$ cat config.mk
export PLATFORM = sky130hd
export DESIGN_NAME = tch_div
export DESIGN_NICKNAME = d
export VERILOG_FILES = /design/src/hw/rtl/tch_pkg.sv /design/src/hw/rtl/tch_div.sv
export SDC_FILE = /design/constraint.sdc
export NUM_CORES = 1
export LEC_CHECK = 0
export BUFFER_PORTS_ARGS = -buffer_cell sky130_fd_sc_hd__buf_2
export CORE_MARGIN = 3
export CORE_UTILIZATION = 31
export CTS_CLUSTER_DIAMETER = 40
export DETAILED_ROUTE_END_ITERATION = 7
export GPL_TIMING_DRIVEN = 0
export PLACE_DENSITY = 0.5
export REMOVE_ABC_BUFFERS = 1
export SLEW_MARGIN = 20
export SYNTH_ARGS = -nofsm -noshare
export SYNTH_HDL_FRONTEND = slang
export SYNTH_SLANG_ARGS = --single-unit
$ cat constraint.sdc
create_clock -name i_clk -period 4.9 [get_ports i_clk]
set_clock_uncertainty 0.05 [all_clocks]
set_input_delay 0.98 -clock i_clk [delete_from_list [all_inputs] [get_ports i_clk]]
set_output_delay 0.98 -clock i_clk [all_outputs]
set_load 0.02 [all_outputs]
$ cat src/hw/rtl/tch_pkg.sv
// ----------------------------------------------------------------------------
// tch_pkg
// Shared types and constants for the terrain characteristic height unit.
// ----------------------------------------------------------------------------
package tch_pkg;

    // Fixed field widths of the transaction payloads and the node count.
    localparam int unsigned IDX_W    = 12;
    localparam int unsigned FIELD_W  = 24;
    localparam int unsigned CNT_W    = 13;

    // Accumulator and divider width.
    localparam int unsigned ACC_W    = 128;
    localparam int unsigned STEP_W   = 8;

    // Divider step counts: weight quotient and final mean.
    localparam logic [STEP_W-1:0] WEIGHT_STEPS = 8'd63;
    localparam logic [STEP_W-1:0] MEAN_STEPS   = 8'd128;

    // Largest reportable height.
    localparam logic [FIELD_W-1:0] HEIGHT_MAX = 24'hFFFFFF;

    // Command codes.
    localparam logic CMD_LOAD  = 1'b0;
    localparam logic CMD_QUERY = 1'b1;

    // Input transaction payload.
    typedef struct packed {
        logic                      command;
        logic [IDX_W-1:0]          node_index;
        logic signed [FIELD_W-1:0] x_coord;
        logic signed [FIELD_W-1:0] y_coord;
        logic signed [FIELD_W-1:0] z_coord;
    } t_in_item;

    // Output transaction payload.
    typedef struct packed {
        logic [IDX_W-1:0]   node_index_out;
        logic [FIELD_W-1:0] char_height;
        logic               degenerate;
    } t_out_item;

    // Sequencer states, one-hot.
    typedef enum logic [9:0] {
        S_IDLE  = 10'b0000000001,
        S_RDQ   = 10'b0000000010,
        S_FETCH = 10'b0000000100,
        S_DIFF  = 10'b0000001000,
        S_SQX   = 10'b0000010000,
        S_SQY   = 10'b0000100000,
        S_WCHK  = 10'b0001000000,
        S_WWAIT = 10'b0010000000,
        S_ACC   = 10'b0100000000,
        S_DONE  = 10'b1000000000
    } t_state;

endpackage

$ cat src/hw/rtl/tch_div.sv
// ----------------------------------------------------------------------------
// tch_div
// Restoring divider, one quotient bit per cycle, shared by the weight and
// the final mean.
// ----------------------------------------------------------------------------
module tch_div (
    input  logic                          i_clk,
    input  logic                          i_rst_n,
    input  logic                          i_start,
    input  logic [tch_pkg::ACC_W-1:0]     i_num,
    input  logic [tch_pkg::ACC_W-1:0]     i_den,
    input  logic [tch_pkg::STEP_W-1:0]    i_steps,
    output logic                          o_done,
    output logic [tch_pkg::ACC_W-1:0]     o_quot
);
    import tch_pkg::*;

    logic [ACC_W-1:0]  r_rem;
    logic [ACC_W-1:0]  r_num;
    logic [ACC_W-1:0]  r_den;
    logic [ACC_W-1:0]  r_quot;
    logic [STEP_W-1:0] r_cnt;
    logic              r_busy;
    logic              r_done;

    logic [ACC_W:0]    trial;
    logic              take;

    // Shift the next dividend bit into the remainder and try the subtract.
    always_comb begin
        trial = {r_rem, r_num[ACC_W-1]};
        take  = (trial >= {1'b0, r_den});
    end

    // Control: busy flag, step counter and done pulse.
    always_ff @(posedge i_clk) begin
        if (!i_rst_n) begin
            r_busy <= 1'b0;
            r_done <= 1'b0;
            r_cnt  <= '0;
        end else begin
            r_done <= 1'b0;
            if (i_start) begin
                r_busy <= 1'b1;
                r_cnt  <= i_steps;
            end else if (r_busy) begin
                r_cnt <= r_cnt - 1'b1;
                if (r_cnt == STEP_W'(1)) begin
                    r_busy <= 1'b0;
                    r_done <= 1'b1;
                end
            end
        end
    end

    // Datapath: the dividend arrives aligned to its top bit.
    always_ff @(posedge i_clk) begin
        if (i_start) begin
            r_rem  <= '0;
            r_num  <= i_num;
            r_den  <= i_den;
            r_quot <= '0;
        end else if (r_busy) begin
            r_rem  <= take ? ACC_W'(trial - {1'b0, r_den}) : trial[ACC_W-1:0];
            r_num  <= {r_num[ACC_W-2:0], 1'b0};
            r_quot <= {r_quot[ACC_W-2:0], take};
        end
    end

    assign o_done = r_done;
    assign o_quot = r_quot;

endmodule

## Yosys cells after proc, flatten, opt, wreduce, memory -nomap -nowiden

Cells that the tools add are included.

| storage, ports and cells | value |
|---|---|
| flip-flop bits (word level) | 522 |
| output and inout bits | 129 |

| operators by class | value |
|---|---|
| equal/unequal tests | 1 |
| add/subtract/negate cells | 2 |
| bitwise gates (word level) | 2 |
| reductions and logical operators | 2 |
| muxes and demuxes | 9 |
| order comparisons | 1 |

Operators by type and width:

| cell | count |
|---|---|
| 128-bit two-way mux | 3 |
| 129-bit by 128-bit >= comparator with 1-bit output | 1 |
| 128-bit subtractor | 1 |
| 8-bit two-way mux | 2 |
| 8-bit by 1-bit == test with 1-bit output, second input constant | 1 |
| 8-bit by 1-bit subtractor with 8-bit output, second input constant | 1 |
| 1-bit two-way mux | 4 |
| 3-bit OR reduction | 1 |
| 1-bit NOT | 2 |
| 2-bit nonzero test | 1 |

## Logic depth before layout (Yosys ltp)

| depth | value |
|---|---|
| word-level depth | 4 |
| depth in mapped cells | 17 |
| gate-level depth less buffers | 15 |

## Worst setup path before layout

Ideal clock, no wire load.

| timing | value |
|---|---|
| path kind | input-to-reg |
| from | input i_start |
| to | register r_num[0] (enable) |
| cell stages on the path | 4 |
| arrival | 4.077 ns |
| required time | 4.369 ns |
| path buffers | 2 |
| setup slack | 0.292 ns |
| setup time | 0.481 ns |
| cells stage by stage | clkbuf_1 > nor2_1 > clkbuf_1 > inv_1 |

| on the way | value |
|---|---|
| longest elaborated chain between the ends | 1 |

Ends and longest elaborated chain:

| element | line | RTL |
|---|---|---|
| start: declaration | tch_div.sv:9 | `input logic i_start,` |
| 2-bit nonzero test (no line) | -- |  |
| end signal: assignment | tch_div.sv:60 | `r_num <= i_num;` |
| end signal: assignment | tch_div.sv:65 | `r_num <= {r_num[ACC_W-2:0], 1'b0};` |
| end: declaration | tch_div.sv:19 | `logic [ACC_W-1:0] r_num;` |

Every way passes these cells.
A chain may end at the register's enable or synchronous reset.

## Final worst setup path

| timing | value |
|---|---|
| from | register r_num[127] |
| to | register r_rem[82] |

| on the way | value |
|---|---|
| longest elaborated chain between the ends | 2 |

Ends and longest elaborated chain:

| element | line | RTL |
|---|---|---|
| 128-bit subtractor or 129-bit by 128-bit >= comparator with 1-bit output (tied branches) | tch_div.sv:64, tch_div.sv:32 |  |
| 128-bit two-way mux * | tch_div.sv:64 | `r_rem <= take ? ACC_W'(trial - {1'b0, r_den}) : trial[ACC_W-1:0];` |
| end signal: assignment | tch_div.sv:64 |  |
| end: declaration | tch_div.sv:18 | `logic [ACC_W-1:0] r_rem;` |

Every way passes the cells marked *; elsewhere a longest branch is shown, timed or not.

==> impl_metrics.json <==
{
  "end_kind": "flop",
  "synth_top_cell_by_area": "edfxtp_1",
  "relSlewSlack_pct": 29.8,
  "cts_hold_buffers": 0,
  "p_switching_w": 0.00437,
  "clock-sinks": 522,
  "rsz0062_at_grt": "no",
  "finalCriticalPeriod_ps": 4610,
  "io_pins": 396,
  "synth.top_cell.area_share_pct": 26.6,
  "post-place-ws_ps": -163,
  "hold_slack_ps": 432,
  "max-vdd-ir-drop_uv": 252,
  "dpl-instance-area_mm2": 0.0322,
  "start_util_pct": 31.4,
  "crit_path_start_kind": "flop",
  "clk_pin_slew_ps": 50,
  "viasPerCell": 5.02,
  "postLayoutCellArea_mm2": 0.0359,
  "synth.distinct_cells": 90,
  "area_growth_pct": 24.3,
  "track_usage_pct": 18.0,
  "hold_path_class": "reg -> reg",
  "cts-htree-levels": 3,
  "ys_warn_count": 0,
  "synth.area.top_cells": "edfxtp_1, dfxtp_1, ha_1, mux2i_1, mux2_2",
  "antenna_found_initial": 39,
  "post-route-util_pct": 39.0,
  "die_y_um": 311,
  "drv_slew": 0,
  "crit_arrival_ps": 5110,
  "clock_latency_ps": 660,
  "rows": 111,
  "dp_hpwl_um": 67200,
  "path_max_fanout": 5,
  "p_sw_share_pct": 29.3,
  "clock.fmax_ghz": 0.217,
  "die-area_mm2": 0.0968,
  "portBuffers": 395,
  "place.gp.congestion": 0.895,
  "power_frac_comb_pct": 17.8,
  "powerDensity_mw_per_mm2": 415,
  "grt_max_degree": 103,
  "grt_pass1_vias": 23500,
  "status": "complete, no violations",
  "worstPathRequired_ps": 5390,
  "grt_pass1_wl_um": 139000,
  "core_mm2": 0.0919,
  "ys_seq_elements": 522,
  "synth_area_mm2": 0.0289,
  "pwr-share-seq_pct": 34.1,
  "cap_violations": 0,
  "power_w": 0.0149,
  "die_x_um": 311,
  "drive_gt1_share_pct": 22.2,
  "ys_async_sr_fraction_pct": 0,
  "synth_enable_flop_cells": 256,
  "cts_buffers": 106,
  "drt.antenna.violating_nets": 0,
  "p_leak_nw": 14.9,
  "drtIter0Drc": 1469,
  "syn_inst": 3063,
  "grt-ovfl-total": 0,
  "fin_nets": 3808,
  "syn_area_per_cell_um2": 9.42,
  "avgRoutedWirePerCell_um": 18.9,
  "internal-power_w": 0.0105,
  "yosysSeqAreaShare_pct": 45.1,
  "drc_errors": 0,
  "cts_root_buf": "clkbuf_16",
  "setup_ws_ps": 289,
  "hold_viol_final": 0,
  "fillCellCount": 9372,
  "cts_buffer_depth": 3,
  "cts_setup_buffers": 0,
  "setup_viol": 0,
  "num_vias": 23900,
  "ys.flop_type": "dfxtp_1",
  "power_frac_clock_pct": 48.1,
  "worstSetupPathType": "reg -> reg",
  "first_pass_iters": 5,
  "worst_slew_pin_slew_ps": 1040,
  "period_share_pct": 94.1,
  "wirelength_um": 90000,
  "cts_tree": "done"
}
## path summary, 6_finish.rpt
check / depth (start not counted) / end / start / slack (ps)
hold reg to reg: 2 / r_rem[103] / r_rem[103] / 430
hold / removal: 2 / r_rem[103] / r_rem[103] / 430
setup reg to reg: 15 / r_rem[82] / r_num[127] / 290
setup / recovery: 15 / r_rem[82] / r_num[127] / 290
## synthesized netlist by cell type (6+ instances only)
cell type and n:
a311oi_1 74, o21ai_1 6, a31oi_1 17, a22oi_1 11
nand2b_1 18, mux2i_1 148, a21o_1 58, mux2_2 128
nor2_1 380, nor3_1 31, a211oi_1 20, o211ai_1 10
o221ai_1 6, nor4_1 12, o21ai_0 144, o21bai_1 38
a21oi_1 235, clkbuf_1 122, or4_1 7, nor2b_1 16
buf_2 47, buf_1 7, xnor2_1 70, o31ai_1 17
o21a_1 23, nand2_1 308, or3_1 13, dfxtp_1 266
xor2_1 41, edfxtp_1 256, ha_1 130, inv_1 176
nand3_1 30, nand4_1 83
## registers in the layout (all words and copies together) (netlist names)
register	flops
o_quot	128
o_done	1
r_den	128
r_num	128
r_rem	128
r_cnt	8
r_busy	1
## layout by cell type, fill, tap and decap left out, types with 20 or more instances in the layout
cell and count:
ha_1 130, inv_1 175, nand3_1 30, clkbuf_16 108, a211oi_1 20, xnor2_1 70
a21oi_1 235, xor2_1 41, a311oi_1 74, buf_2 394, nand2_1 308, edfxtp_1 256
o21bai_1 38, dfxtp_1 265, nor2_1 378, mux2_2 128, nand4_1 83, o21ai_0 144
mux2i_1 148, nor3_1 31, a21o_1 58, o21a_1 23
## routing by layer
| metal | global-route usage, % | vias to the layer above | routed length (µm) |
|---|---|---|---|
| met4 | 5.38 | 40 | 2090 |
| met2 | 28.8 | 633 | 40800 |
| met5 | 0 | - | 243 |
| li1 | - | 11800 | - |
| met3 | 5.76 | 167 | 7320 |
| met1 | 23.3 | 11200 | 39500 |
## through the flow
step,setup TNS [ps],cells
after CTS,0,4745
final,0,4757
after global routing,0,4745
after global placement,-6721800,4518
after floorplan,-2296300,2880
after detailed placement,-163,4545
## cell type report
class                   count  area (µm²)  area share [%]
multi-input cells        2180       14400            40.3
flip-flops and latches    522       13000            36.3
clock buffers             121        2790            7.78
repair buffers            422        2560            7.13
well taps                1243        1560            4.34
clock inverters            79         802            2.24
inverters                 178         676            1.88
diodes                     12        30.0          0.0837
## worst max-delay path: stages (launching register included)
cell	delay (ps)
edfxtp_1	380
inv_1	70
ha_1	180
fa_1	220
nand2b_1	140
a211oi_1	120
o2111ai_1	290
a21boi_1	170
o311ai_1	730
a31oi_2	380
a221oi_1	680
o21ai_1	250
a21boi_0	380
xnor2_1	170
nand2_1	70
a311oi_1	230
## logic make-up (layout without fill, tap and decap cells)
group	count (synthesis)	after routing	share of synthesized area (%)
AND/OR/NAND/NOR	932	932	14.3
multiplexers	276	276	10.1
buffers and inverters	361	800	4.97
XOR/XNOR	111	111	3.37
AO/OA/AOI/OAI	730	730	16.5
other	0	12	0
flip-flops	522	522	45.1
adder cells (fa/ha/maj)	131	131	5.71
## what timing repair did
action	CTS	global route
endpoints found under the setup margin	1	5
cloned	0	0
resized for setup	1	2
## power by group through the flow
stage / Combinational [W] / Sequential (W) / Clock (W)
global route: 0.00294 / 0.00512 / 0.00760
CTS: 0.00265 / 0.00509 / 0.00738
detailed placement: 0.00264 / 0.00516 / 0
finish: 0.00265 / 0.00509 / 0.00716
floorplan: 0.00183 / 0.00516 / 0
global placement: 0.00266 / 0.00525 / 0
(Power assumes the default switching activity.)
